==> src/design/hbp_pkg.sv <==
package hbp_pkg;

    // default table sizes in index bits
    localparam int MAX_BIMODAL_BITS_DEF = 12;
    localparam int MAX_GSHARE_BITS_DEF  = 12;
    localparam int MAX_CHOOSER_BITS_DEF = 12;

    // field and port widths
    localparam int ADDR_W      = 32;
    localparam int PC_W        = ADDR_W - 2;
    localparam int CNT_W       = 32;
    localparam int CTR_W       = 2;
    localparam int IN_TDATA_W  = 40;
    localparam int OUT_TDATA_W = 72;
    localparam int CFG_IDX_W   = 3;
    localparam int CFG_DATA_W  = 4;
    localparam int BITS_W      = 5;

    // configuration register indexes
    localparam logic [CFG_IDX_W-1:0] REG_PREDICTOR_SELECT   = 3'd0;
    localparam logic [CFG_IDX_W-1:0] REG_BIMODAL_INDEX_BITS = 3'd1;
    localparam logic [CFG_IDX_W-1:0] REG_GSHARE_INDEX_BITS  = 3'd2;
    localparam logic [CFG_IDX_W-1:0] REG_HISTORY_BITS       = 3'd3;
    localparam logic [CFG_IDX_W-1:0] REG_CHOOSER_INDEX_BITS = 3'd4;

    // predictor modes; any other code runs the tournament
    localparam logic [1:0] MODE_BIMODAL = 2'd0;
    localparam logic [1:0] MODE_GSHARE  = 2'd1;
    localparam logic [1:0] MODE_HYBRID  = 2'd2;

    // register reset values
    localparam logic [3:0] BIMODAL_BITS_RST = 4'd12;
    localparam logic [3:0] GSHARE_BITS_RST  = 4'd12;
    localparam logic [3:0] HISTORY_BITS_RST = 4'd8;
    localparam logic [3:0] CHOOSER_BITS_RST = 4'd12;

    // two-bit counter values
    localparam logic [CTR_W-1:0] CTR_MIN         = 2'd0;
    localparam logic [CTR_W-1:0] CTR_WEAK_BIMODAL = 2'd1;
    localparam logic [CTR_W-1:0] CTR_WEAK_TAKEN  = 2'd2;
    localparam logic [CTR_W-1:0] CTR_MAX         = 2'd3;

    typedef struct packed {
        logic [1:0] predictor_select;
        logic [3:0] bimodal_index_bits;
        logic [3:0] gshare_index_bits;
        logic [3:0] history_bits;
        logic [3:0] chooser_index_bits;
    } cfg_t;

    typedef struct packed {
        logic             pred;
        logic             mispred;
        logic             used_gshare;
        logic             bm_we;
        logic             gs_we;
        logic             ch_we;
        logic [CTR_W-1:0] bm_new;
        logic [CTR_W-1:0] gs_new;
        logic [CTR_W-1:0] ch_new;
    } train_t;

    // saturating two-bit counter step
    function automatic logic [CTR_W-1:0] ctr_step(input logic [CTR_W-1:0] ctr,
                                                  input logic up);
        logic [CTR_W-1:0] res;
        res = ctr;
        if (up) begin
            if (ctr != CTR_MAX) res = ctr + 2'd1;
        end else begin
            if (ctr != CTR_MIN) res = ctr - 2'd1;
        end
        return res;
    endfunction

endpackage

==> src/design/hbp_train.sv <==
module hbp_train
    import hbp_pkg::*;
    (
    input  logic [1:0]       mode,
    input  logic             taken,
    input  logic [CTR_W-1:0] bm_ctr,
    input  logic [CTR_W-1:0] gs_ctr,
    input  logic [CTR_W-1:0] ch_ctr,
    output train_t           res
);

    logic pred_bm, pred_gs, hybrid, chose_gs;

    always_comb begin
        pred_bm  = bm_ctr[1];
        pred_gs  = gs_ctr[1];
        hybrid   = (mode != MODE_BIMODAL) && (mode != MODE_GSHARE);
        chose_gs = hybrid ? ch_ctr[1] : (mode == MODE_GSHARE);

        res.pred        = chose_gs ? pred_gs : pred_bm;
        res.mispred     = res.pred != taken;
        res.used_gshare = chose_gs;

        // only the table that supplied the prediction learns
        res.bm_we  = !chose_gs;
        res.gs_we  = chose_gs;
        res.bm_new = ctr_step(bm_ctr, taken);
        res.gs_new = ctr_step(gs_ctr, taken);

        // chooser leans toward whichever predictor alone was right
        res.ch_we  = hybrid;
        res.ch_new = ch_ctr;
        if (pred_gs == taken && pred_bm != taken) begin
            res.ch_new = ctr_step(ch_ctr, 1'b1);
        end else if (pred_gs != taken && pred_bm == taken) begin
            res.ch_new = ctr_step(ch_ctr, 1'b0);
        end
    end

endmodule

==> config.mk <==
export PLATFORM = sky130hd
export DESIGN_NAME = hbp_train
export DESIGN_NICKNAME = d
export VERILOG_FILES = /design/src/design/hbp_pkg.sv /design/src/design/hbp_train.sv
export SDC_FILE = /design/constraint.sdc
export NUM_CORES = 1
export LEC_CHECK = 0
export ABC_CLOCK_PERIOD_IN_PS = 1300
export CORE_AREA = 2 2 39 41
export DETAILED_ROUTE_END_ITERATION = 8
export DIE_AREA = 0 0 41 43
export DONT_BUFFER_PORTS = 1
export SLEW_MARGIN = 20
export SYNTH_ARGS = -nofsm -noshare
export SYNTH_HDL_FRONTEND = slang
export SYNTH_SLANG_ARGS = --single-unit
==> constraint.sdc <==
create_clock -name vclk -period 1.3
set_input_delay 0.26 -clock vclk [all_inputs]
set_output_delay 0.26 -clock vclk [all_outputs]
set_load 0.1 [all_outputs]
==> run_results.csv <==
group,metric,value,unit
critical_path,critPathMaxStageDelay,0.35,ns
finish,seq_cells,0,
floorplanning,start_util,17.8,%
route,wirelength,539,um
power_and_ir_drop,finalPower,409,uW
finish,nFillCells,145,
synth,yosysUniqueCellTypes,21,
sta,tightest_slew,0.504,ns
floorplanning,die_w,41,um
synth,yosysSeqAreaShare,0,%
sta,fin_crit_sh,110,%
critical_path,crit_required,1.04,ns
power_and_ir_drop,p_per_area,969,mW/mm^2
finish,area_growth,71.1,%
critical_path,cp_max_fo,2,
floorplanning,core,0.00138,sq mm
critical_path,cpMaxStageDelayCell,"mux2_4",
sta,finalHoldViolCount,0,
synth,netlist_area,246,sq um
synth,synth_area_leaders,"maj3_1, buf_4, xor2_2",
route,drc,0,
synth,syn-num-nets,40,
sta,worst_slack,-0.128,ns
power_and_ir_drop,ir_worst_vdd,0.292,mV
power_and_ir_drop,p_leak,0.000167,uW
floorplanning,pin_count,21,
global_routing,gr-total-overflow,0,
floorplanning,die_y,43,um
critical_path,path_class,"primary input to output pin",
route,drtIter0Drc,5,
critical_path,critPathLaunchType,"primary input",
clock_network,cts_setup_buffers,0,
sta,setup_violations,4,
route,ant_nets,0,
finish,nets,44,
placed_design,place.gp.congestion,0.670,
synth,synth_top_area_cell,"maj3_1",
job,drv_cap,0,
route,avgRoutedWirePerCell,11.0,um
critical_path,arrival,1.17,ns
finish,clkbuf_count,0,
synth,ys_warn_count,0,
global_routing,grt_first_pass_wirelength,841,um
global_routing,antenna_found_initial,0,
outcome,violations,"setup timing",
finish,n_antenna_cell,0,
critical_path,cp_cell_sequence,"mux2i_4 -> mux2_4 -> xor2_4 -> buf_12",
floorplanning,rows,14,
route,via_count,218,
route,drt-vias-per-instance,4.45,
placed_design,dpl_worst_slack,-0.128,ns
synth,yosys-top-cells-count,"buf_4, maj3_1, inv_1",
placed_design,numPortBuffers,0,
finish,regArea,0,sq um
sta,finalCriticalPeriod,1.43,ns
global_routing,first_global_vias,203,
route,dr.pass1.iters,4,
finish,multi_input_area,273,sq um
synth,post-synth-top-area-fraction,16.2,%
sta,fmax,700,MHz
clock_network,cts_hold_repair.buffers,0,
sta,relSlewSlack,66.5,%
finish,drive_gt1_share,69.7,%
synth,syn_avg_cell_area,7.95,sq um
critical_path,cp-endpoint,"res[10]",
sta,slew_violations,0,
critical_path,end_kind,"output pin",
global_routing,grt_max_degree,10,
outcome,outcome,"complete, but fails checks",
floorplanning,die_area,0.00176,sq mm
critical_path,cp-startpoint,"mode[1]",
synth,synthCells,31,
global_routing,grt_use_total,6.31,%
worst_hold_path,hold_class,"primary input to output pin",
sta,rsz0062_at_grt,"yes",
[stage by stage]
step | hold slack, ns | cells | cell area [sq um] | TNS, ns | util (%)
2_1_floorplan | 0.719 | 31 | 358 | -3.38 | -
3_3_place_gp | 0.521 | 49 | 403 | -0.291 | 29.1
3_5_place_dp | 0.521 | 49 | 403 | -0.310 | 29.1
4_1_cts | 0.521 | 49 | 410 | -0.265 | 29.7
5_1_grt | 0.520 | 49 | 422 | -0.390 | 30.5
6_report | 0.520 | 49 | 422 | -0.276 | 30.5
[where the power goes]
group	switching (uW)	internal [uW]	leakage [uW]
sequential	0	0	0
combinational	284	124	0.000167
clock	0	0	0
total	284	124	0.000167
[cells by family (layout without fill, tap and decap cells)]
family,count (synthesis),count (layout),synth area share [%]
XOR/XNOR,2,2,10.2
AND/OR/NAND/NOR,7,7,15.7
buffers and inverters,10,12,28.4
multiplexers,2,2,11.7
adder cells (fa/ha/maj),4,4,16.2
AO/OA/AOI/OAI,6,6,17.8
[what timing repair did]
item / in CTS / in global routing
hold endpoints to repair: 0 / 0
resized for setup: 1 / 1
setup endpoints to repair: 5 / 5
[critical path, delay by kind of cell]
family / cells / cell delay (ns)
muxes: 2 / 0.56
buffers and inverters: 1 / 0.19
xor gates and xnor gates: 1 / 0.15
[cell usage in the layout, fill, tap and decap left out]
master,count
o21ai_0,1
inv_2,1
and2b_1,1
a211oi_1,1
nor3_4,1
nand2b_1,1
inv_1,2
or2_4,1
o22ai_1,1
mux2i_4,1
a221oi_4,1
o22ai_4,1
xor2_4,2
o211a_1,1
buf_12,4
nand2_1,1
nor2_1,1
maj3_2,4
nand2b_4,1
buf_4,5
mux2_4,1
[routing by layer]
| layer | vias to the layer above | track usage [%] | share of wire, % |
|---|---|---|---|
| met5 | - | 0 | 0 |
| met4 | 0 | 0 | 0 |
| met3 | 0 | 1.57 | 12 |
| met2 | 11 | 10.6 | 54 |
| met1 | 98 | 8.31 | 34 |
| li1 | 109 | - | - |
[area by class of cell]
| type | instances | area share [%] |
|---|---|---|
| inverter | 3 | 2.67 |
| multi-input combinational | 21 | 64.7 |
| tap | 16 | 4.75 |
| timing repair buffer | 9 | 27.9 |
[how the worst min path moves through the flow]
stage | startpoint | to | slack, ns | cells past startpoint
2_1_floorplan | mode[0] | res[8] | 0.72 | 1
3_3_place_gp | mode[1] | res[6] | 0.52 | 0
3_5_place_dp | mode[1] | res[6] | 0.52 | 0
4_1_cts | mode[1] | res[6] | 0.52 | 0
5_1_grt | mode[1] | res[6] | 0.52 | 0
6_report | mode[1] | res[6] | 0.52 | 0
Note: power is estimated with default switching activity, not from simulation.
