## src/design/hbp_pkg.sv

```systemverilog
package hbp_pkg;

    // default table sizes in index bits
    localparam int MAX_BIMODAL_BITS_DEF = 12;
    localparam int MAX_GSHARE_BITS_DEF  = 12;
    localparam int MAX_CHOOSER_BITS_DEF = 12;

    // field and port widths
    localparam int ADDR_W      = 32;
    localparam int PC_W        = ADDR_W - 2;
    localparam int CNT_W       = 32;
    localparam int CTR_W       = 2;
    localparam int IN_TDATA_W  = 40;
    localparam int OUT_TDATA_W = 72;
    localparam int CFG_IDX_W   = 3;
    localparam int CFG_DATA_W  = 4;
    localparam int BITS_W      = 5;

    // configuration register indexes
    localparam logic [CFG_IDX_W-1:0] REG_PREDICTOR_SELECT   = 3'd0;
    localparam logic [CFG_IDX_W-1:0] REG_BIMODAL_INDEX_BITS = 3'd1;
    localparam logic [CFG_IDX_W-1:0] REG_GSHARE_INDEX_BITS  = 3'd2;
    localparam logic [CFG_IDX_W-1:0] REG_HISTORY_BITS       = 3'd3;
    localparam logic [CFG_IDX_W-1:0] REG_CHOOSER_INDEX_BITS = 3'd4;

    // predictor modes; any other code runs the tournament
    localparam logic [1:0] MODE_BIMODAL = 2'd0;
    localparam logic [1:0] MODE_GSHARE  = 2'd1;
    localparam logic [1:0] MODE_HYBRID  = 2'd2;

    // register reset values
    localparam logic [3:0] BIMODAL_BITS_RST = 4'd12;
    localparam logic [3:0] GSHARE_BITS_RST  = 4'd12;
    localparam logic [3:0] HISTORY_BITS_RST = 4'd8;
    localparam logic [3:0] CHOOSER_BITS_RST = 4'd12;

    // two-bit counter values
    localparam logic [CTR_W-1:0] CTR_MIN         = 2'd0;
    localparam logic [CTR_W-1:0] CTR_WEAK_BIMODAL = 2'd1;
    localparam logic [CTR_W-1:0] CTR_WEAK_TAKEN  = 2'd2;
    localparam logic [CTR_W-1:0] CTR_MAX         = 2'd3;

    typedef struct packed {
        logic [1:0] predictor_select;
        logic [3:0] bimodal_index_bits;
        logic [3:0] gshare_index_bits;
        logic [3:0] history_bits;
        logic [3:0] chooser_index_bits;
    } cfg_t;

    typedef struct packed {
        logic             pred;
        logic             mispred;
        logic             used_gshare;
        logic             bm_we;
        logic             gs_we;
        logic             ch_we;
        logic [CTR_W-1:0] bm_new;
        logic [CTR_W-1:0] gs_new;
        logic [CTR_W-1:0] ch_new;
    } train_t;

    // saturating two-bit counter step
    function automatic logic [CTR_W-1:0] ctr_step(input logic [CTR_W-1:0] ctr,
                                                  input logic up);
        logic [CTR_W-1:0] res;
        res = ctr;
        if (up) begin
            if (ctr != CTR_MAX) res = ctr + 2'd1;
        end else begin
            if (ctr != CTR_MIN) res = ctr - 2'd1;
        end
        return res;
    endfunction

endpackage

```

## src/design/hbp_index.sv

```systemverilog
module hbp_index
    import hbp_pkg::*;
    #(
    parameter int BW = MAX_BIMODAL_BITS_DEF,
    parameter int GW = MAX_GSHARE_BITS_DEF,
    parameter int CW = MAX_CHOOSER_BITS_DEF
    ) (
    input  cfg_t            cfg,
    input  logic [PC_W-1:0] pc,
    input  logic            taken,
    input  logic [GW-1:0]   history,
    output logic [BW-1:0]   bm_idx,
    output logic [GW-1:0]   gs_idx,
    output logic [CW-1:0]   ch_idx,
    output logic [GW-1:0]   history_next
);

    localparam logic [BITS_W-1:0] BMAX = BITS_W'(BW);
    localparam logic [BITS_W-1:0] GMAX = BITS_W'(GW);
    localparam logic [BITS_W-1:0] CMAX = BITS_W'(CW);

    logic [BITS_W-1:0] b_n, g_n, c_n, h_raw, h_n, x_n;
    logic [BW-1:0]     b_mask;
    logic [GW-1:0]     g_mask, h_mask, m, y;
    logic [CW-1:0]     c_mask;
    logic [GW:0]       hist_ext;

    // clamp the index widths to 1..max and the history to the gshare width
    always_comb begin
        b_n = {1'b0, cfg.bimodal_index_bits};
        if (b_n == '0) b_n = BITS_W'(1);
        else if (b_n > BMAX) b_n = BMAX;
        g_n = {1'b0, cfg.gshare_index_bits};
        if (g_n == '0) g_n = BITS_W'(1);
        else if (g_n > GMAX) g_n = GMAX;
        c_n = {1'b0, cfg.chooser_index_bits};
        if (c_n == '0) c_n = BITS_W'(1);
        else if (c_n > CMAX) c_n = CMAX;
        h_raw = {1'b0, cfg.history_bits};
        h_n   = (h_raw > g_n) ? g_n : h_raw;
        x_n   = g_n - h_n;
    end

    // low-bit masks
    always_comb begin
        for (int i = 0; i < BW; i++) b_mask[i] = (BITS_W'(i) < b_n);
        for (int i = 0; i < GW; i++) g_mask[i] = (BITS_W'(i) < g_n);
        for (int i = 0; i < GW; i++) h_mask[i] = (BITS_W'(i) < h_n);
        for (int i = 0; i < CW; i++) c_mask[i] = (BITS_W'(i) < c_n);
    end

    // history folds into the top h bits of the gshare index
    always_comb begin
        m      = pc[GW-1:0] & g_mask;
        y      = history & h_mask;
        gs_idx = (m ^ (y << x_n)) & g_mask;
        bm_idx = pc[BW-1:0] & b_mask;
        ch_idx = pc[CW-1:0] & c_mask;
    end

    // newest outcome is or-ed into bit h-1 over the shifted history;
    // bimodal mode and zero length keep it
    always_comb begin
        hist_ext = {1'b0, history};
        if (cfg.predictor_select != MODE_BIMODAL && h_n != '0) begin
            for (int i = 0; i < GW; i++) begin
                if (BITS_W'(i) < h_n) begin
                    history_next[i] = (BITS_W'(i) == h_n - BITS_W'(1))
                                    ? (taken | hist_ext[i+1]) : hist_ext[i+1];
                end else begin
                    history_next[i] = 1'b0;
                end
            end
        end else begin
            history_next = history;
        end
    end

endmodule

```

## config.mk

```make
export PLATFORM = sky130hd
export DESIGN_NAME = hbp_index
export DESIGN_NICKNAME = d
export VERILOG_FILES = /design/src/design/hbp_pkg.sv /design/src/design/hbp_index.sv
export SDC_FILE = /design/constraint.sdc
export NUM_CORES = 1
export LEC_CHECK = 0
export BUFFER_PORTS_ARGS = -buffer_cell sky130_fd_sc_hd__buf_4
export CAP_MARGIN = 20
export CORE_MARGIN = 4
export CORE_UTILIZATION = 30
export DETAILED_ROUTE_END_ITERATION = 12
export PLACE_DENSITY = 0.56
export SLEW_MARGIN = 15
export SYNTH_ARGS = -nofsm -noshare
export SYNTH_HDL_FRONTEND = slang
export SYNTH_SLANG_ARGS = --single-unit
```

## constraint.sdc

```tcl
create_clock -name vclk -period 6.23
set_input_delay 0.9345 -clock vclk [all_inputs]
set_output_delay 0.9345 -clock vclk [all_outputs]
set_load 0.05 [all_outputs]
```

==> impl_results.md, run 1 <==
- Met3 routed WL: approximately 450 um
- Largest area contributor in the netlist: a21oi_1
- Multiplexer share of the synthesized area: 4.910%
- Arr. time, crit path: 4990 ps
- DRT Pass-1 Iters: 4
- Final Util: 44.26%
- Vias: approximately 2.7k
- Worst slack, placed: 164.8 ps
- GP Congestion: 0.8772
- FF+latch count: 0
- Syn_nets: 373
- Vert. Die Dim: 89.92 um
- Worst setup margin: a little over 300 ps
- Residual DRC count: 0
- CP max stage delay: 390 ps
- Setup TNS: 0 ps
- Via count of the first global-routing pass: 2477
- Final setup vio count: 0
- Final Hold Viols: 0
- Fraction of layout cells with a size suffix above 1: 36.95%
- Initial Utilization: 31.35%
- Crit path cell chain: buf_4 > nor3_1 > or2_2 > ha_1 > nand4b_1 > and3_1 > nor3_2 > nor2_2 > inv_1 > ha_1 > a21o_1 > and3_1 > or3_4 > a2bb2oi_4 > buf_4 > a2111oi_0 > nor3_1 > xor2_1 > nor2_1 > buf_4
- DP Wirelength: 6.397 mm
- Initial antenna violation count: 0
- Seq/Total Area, Yosys: 0%
- Sequential share of power: 0%
- Seq. cell area: 0 um2
- FP Rows: 29
- Antenna diode count: 0
- Crit path capture type: output pin
- # clk buffers: 0
- VDD IR max: 0.00009578 V
- Min cycle time layout: roughly 6000 ps
- Nets: 458
- Hold_sp: pc[0]
- Largest net degree at the start of global routing: 21
- CP dominant cell by count: buf_4
- Hold Path Depth: 2
- Area Overhead vs Synth: 41.21%
- Post-CTS setup buffer count: 0
- Placed instance area: 2816 um2
- Yosys warnings: 0
- Routed met1 length: 3.415 mm
- Final worst-path cycle share: 95.03%
- Synth top area share: 5.718%
- Netlist cell types: 72
- P_leak: 1.226 nW
- Max Slew Vio Count: 0
- Status: finished, final reports clean
- Pwr dens: approximately 200 nW/um2
- Worst Path Max Fanout: 11
- Total GRT Usage: 17.78%
- Synth Area in XOR/XNOR: 3.853%
- Final Cell Area: approximately 2800 um2
- Die area: 8086 um2
- Top cells by count, synth: 29 x nand2_1, 23 x a21oi_1, 19 x nor2_1
- Sw Share: 63.47%
- Initial DRC Count: 169
- Die width: 89.92 um
- Max-capacitance violation count: 0
- Core box area: between 6000 and 7000 um2
- Switching Power: 0.3693 mW
- I/O Buffers: 91
- First-pass GRT wire length: 12.53 mm
- Total Power: 0.5819 mW
- Hold Path Sink: bm_idx[0]
- Largest family of logic cells by synthesized area: compound AO/OA/AOI/OAI gates
- Synth Area in Simple Gates: 34.06%
- Final ANT Viol Nets: 0
- Logic pwr share: between 90% and 100%
- Critical setup path kind: input port to output pin
- Vias/cell: 5.746
- Area contributors post-synth: a21oi_1 5.7%, nand2_1 5.4%, o21ai_0 4.5%, ha_1 4.4%, nor2b_1 4.0%
- Top-count cell post-synth: nand2_1
- Synth Area in Adders: 5.842%
- I/O pin count: 109
- Synth Area per Inst: 6.622 um2
- Startpoint Class: input port
- Top layer in use: met3
- Post-Route WL: 7.705 mm
- Clock network fraction of design power: 0%
- Slowest cell on crit path: or3_4
- Max Clock Freq: 168.9 MHz
- Critical Path RT: 5300 ps
- Synth Area in Compound Gates: 44.19%
- Met2 Wirelength: approximately 3.8 mm
- Gr ovfl total: 0
- Post-Synthesis Cells: 304
- Slew headroom: 54.97%
- Worst Hold Class: input port to output pin
- DR WL/cell: 16.61 um
- Worst Max-Slew Pin Slew: approximately 680 ps
- P_int: about 0.21 mW
- Synthesized cell area: between 2000 and 2500 um2
-- timing repair --
item	in CTS	in global routing
hold buffers	0	0
resized for setup	0	5
endpoints found under the setup margin	0	5
-- cells in the final DEF, fill, tap and decap left out, drive strengths merged, types with 7 or more instances in the layout --
cell type / n
nor2b: 13
nor2: 23
nand3: 10
ha: 7
o21a: 7
o31ai: 7
o21ai: 22
buf: 106
a31oi: 9
nor3: 14
nand2: 29
inv: 10
a21oi: 26
-- cells by family after synthesis --
| kind of cell | count (synthesis) |
|---|---|
| xor+xnor | 8 |
| simple gates | 123 |
| compound gates | 122 |
| fa+ha+maj | 9 |
| mux | 8 |
| buf+inv | 34 |
-- worst max-delay path: cells and delay by family --
kind	cells	cell delay, ps
fa+ha+maj	2	440
compound gates	3	750
buf+inv	4	650
xor+xnor	1	170
simple gates	10	2020
-- per-layer routing --
layer | GRT usage (%) | up-vias
li1 | - | 1334
met1 | 24.32 | 1246
met2 | 32.58 | 86
met3 | 1.085 | 0
met4 | 0.1276 | 0
met5 | 0 | -
-- per-stage QoR --
stage	hold slack (ps)	instances
floorplan	2091	304
global placement	2150	464
detailed placement	2154	464
CTS	2154	464
global route	2161	464
finish	2152	464
-- power groups by stage --
stage	Combinational [mW]	Sequential (mW)	Clock [mW]
final	0.582	0	0
after global routing	0.627	0	0
after CTS	0.572	0	0
after detailed placement	0.570	0	0
after global placement	0.568	0	0
after floorplan	0.405	0	0
-- area by class of cell --
cell class                      count  area (um2)
Fill cell                         668        3580
Multi-Input combinational cell    270        1906
Timing Repair Buffer              106       799.5
Tap cell                           77       96.34
Inverter                           11       41.29
-- how the worst max path moves through the flow --
stage | from | slack (ps) | endpoint | depth (start not counted)
after global routing | cfg[11] | -4 | gs_idx[5] | 20
final | cfg[11] | 310 | gs_idx[5] | 20
after floorplan | cfg[11] | 0.6 | gs_idx[8] | 19
after global placement | cfg[11] | 200 | gs_idx[8] | 20
after CTS | cfg[11] | 150 | gs_idx[8] | 20
after detailed placement | cfg[11] | 160 | gs_idx[8] | 20
No activity file was read; power rests on OpenSTA's default activity.
==> run 2: changes to the inputs <==
--- a/config.mk
+++ b/config.mk
@@ -7,9 +7,9 @@
 export LEC_CHECK = 0
 export BUFFER_PORTS_ARGS = -buffer_cell sky130_fd_sc_hd__buf_4
 export CAP_MARGIN = 20
-export CORE_MARGIN = 4
 export CORE_UTILIZATION = 30
 export DETAILED_ROUTE_END_ITERATION = 12
+export GPL_ROUTABILITY_DRIVEN = 1
 export PLACE_DENSITY = 0.56
 export SLEW_MARGIN = 15
 export SYNTH_ARGS = -nofsm -noshare
==> constraint.sdc (replaced) <==
create_clock -name vclk -period 6.8
set_input_delay 1.02 -clock vclk [all_inputs]
set_output_delay 1.02 -clock vclk [all_outputs]
set_load 0.05 [all_outputs]
==> impl_results.md, run 2 (synthesis gave the netlist of run 1 again) <==
- I/O Buffers: 91 (unchanged)
- Worst Max-Slew Pin Slew: 707.3 ps (+31.90 ps)
- Status: complete, but fails checks
- Total Power: 0.5139 mW (-12%)
- Layout fillers: 701 (+4.9%)
- Antenna diode count: 0 (unchanged)
- Hold buffer count at cts: 0 (unchanged)
- Post-CTS setup buffer count: 0 (unchanged)
- Vias/cell: 5.823 (+1.3%)
- Post-CTS Resized: 0 (unchanged)
- Pwr dens: 186.9 nW/um2 (-8.7%)
- FF+latch count: 0 (unchanged)
- Vert. Die Dim: 83.92 um (-6.7%)
- Setup repair after global routing missed its margin: false
- Arr. time, crit path: 5340 ps (+350 ps)
- Slew headroom: 52.85% (-2.1 points)
- P_leak: 1.185 nW (-3.3%)
- Largest net degree at the start of global routing: 19 (-9.5%)
- Post-Route WL: 7.342 mm (-4.7%)
- Setup TNS: 0 ps (unchanged)
- Critical Path RT: 5780 ps (+480 ps)
- DRT Pass-1 Iters: 8 (+4)
- Final worst-path cycle share: between 90 and 100%
- Final Hold Viols: 0 (unchanged)
- Most frequent cells in the layout: 99 x buf_4, 29 x nand2_1, 23 x a21oi_1
- DR WL/cell: 16.07 um (-3.3%)
- Area of the multi-input gates: 1869 um2 (-1.9%)
- DP Wirelength: 5.969 mm (-6.7%)
- Nets: 451 (-1.5%)
- Initial antenna violation count: 0 (unchanged)
- Worst Hold Class: input port to output pin
- # clk buffers: 0 (unchanged)
- Hold Path Sink: ch_idx[0]
- GP Congestion: 0.8516 (-2.9%)
- Final ANT Viol Nets: 0 (unchanged)
- Max Slew Vio Count: 0 (unchanged)
- Max Clock Freq: 157.3 MHz
- Crit path capture type: output pin
- Final setup vio count: 0 (unchanged)
- Core box area: 6422 um2 (unchanged)
- VDD IR max: 0.00005787 V (-40%)
- Startpoint Class: input port
- I/O pin count: 109 (unchanged)
- Initial Utilization: 31.35% (unchanged)
- FP Rows: 29 (unchanged)
- Initial DRC Count: 197 (+17%)
- Min cycle time layout: 6356 ps
- Die width: 83.92 um (-6.7%)
- Area Overhead vs Synth: 36.61%
- Die area: 7043 um2 (-13%)
- Seq. cell area: 0 um2 (unchanged)
- Residual DRC count: 12 (+12)
- Max-capacitance violation count: 0 (unchanged)
- First-pass GRT wire length: 12.00 mm (-4.2%)
- Critical setup path kind: input port to output pin
- Fraction of layout cells with a size suffix above 1: 34.47% (-2.5 points)
- Failing checks: design-rule violations
- Gr ovfl total: 0 (unchanged)
- Vias: 2661 (-0.19%)
- Hold_sp: pc[0]
- Via count of the first global-routing pass: 2446 (-1.3%)
- Commonest non-fill, non-tap cell in the layout: buf_4
- Hold Path Depth: 2 (unchanged)
- Worst Path Max Fanout: 15 (+4)
- Total GRT Usage: 20.08% (+2.3 points)
==> run 2: cell count changes in the layout (fill, tap and decap cells not counted), sizes merged <==
cell / delta
buf: -7
==> run 2: cell type report <==
| class | count | area share [%] |
|---|---|---|
| Tap cell | 77 | 3.503 |
| Timing Repair Buffer | 99 | 27.02 |
| Inverter | 11 | 1.501 |
| Multi-Input combinational cell | 270 | 67.97 |
==> run 2: how the worst max path moves through the flow <==
stage | from | endpoint | slack (ps) | cells after the start
after detailed placement | cfg[10] | gs_idx[9] | 450 | 19
after global routing | cfg[10] | gs_idx[9] | 80 | 19
after CTS | cfg[10] | gs_idx[9] | 450 | 19
after global placement | cfg[10] | gs_idx[9] | 490 | 19
final | cfg[10] | gs_idx[9] | 440 | 19
after floorplan | cfg[11] | gs_idx[11] | 110 | 18
==> run 2: power by group <==
| part | leakage, nW | internal [mW] | switching, mW |
|---|---|---|---|
| Sequential | 0 | 0 | 0 |
| Combinational | 1.18 | 0.183 | 0.331 |
| Clock | 0 | 0 | 0 |
==> run 2: metrics by stage <==
| stage | std cells | util, % | worst slack (ps) | area, um2 | hold slack [ps] |
|---|---|---|---|---|---|
| after floorplan | 304 | - | 111.8 | 2013 | 2262 |
| after global placement | 457 | 42.82 | 491.6 | 2750 | 2319 |
| after detailed placement | 457 | 42.82 | 452.2 | 2750 | 2323 |
| after CTS | 457 | 42.82 | 445.2 | 2750 | 2323 |
| after global routing | 457 | 42.82 | 81.52 | 2750 | 2332 |
| final | 457 | 42.82 | 444.3 | 2750 | 2322 |
==> run 2: per-layer routing <==
metal	wire length, um	share of wire, %	up-vias	global-route usage, %
met5	0	0	-	0
met4	63	0.86	0	1.724
met3	372	5.1	6	0.9891
met2	3624	49	88	35.99
met1	3283	45	1250	27.37
li1	-	-	1317	-
==> run 2: worst max-delay path, stage by stage <==
cell	delay [ps]
buf_4	190
nor3_1	90
or2_2	360
ha_1	200
nand4b_1	240
and3_1	250
nor3_1	280
nor2_2	80
inv_1	120
ha_1	240
a21o_1	190
and3_1	200
o31a_1	290
a2bb2oi_2	500
nor3_1	100
a2111oi_1	440
o21ai_0	150
a21oi_1	150
buf_4	220
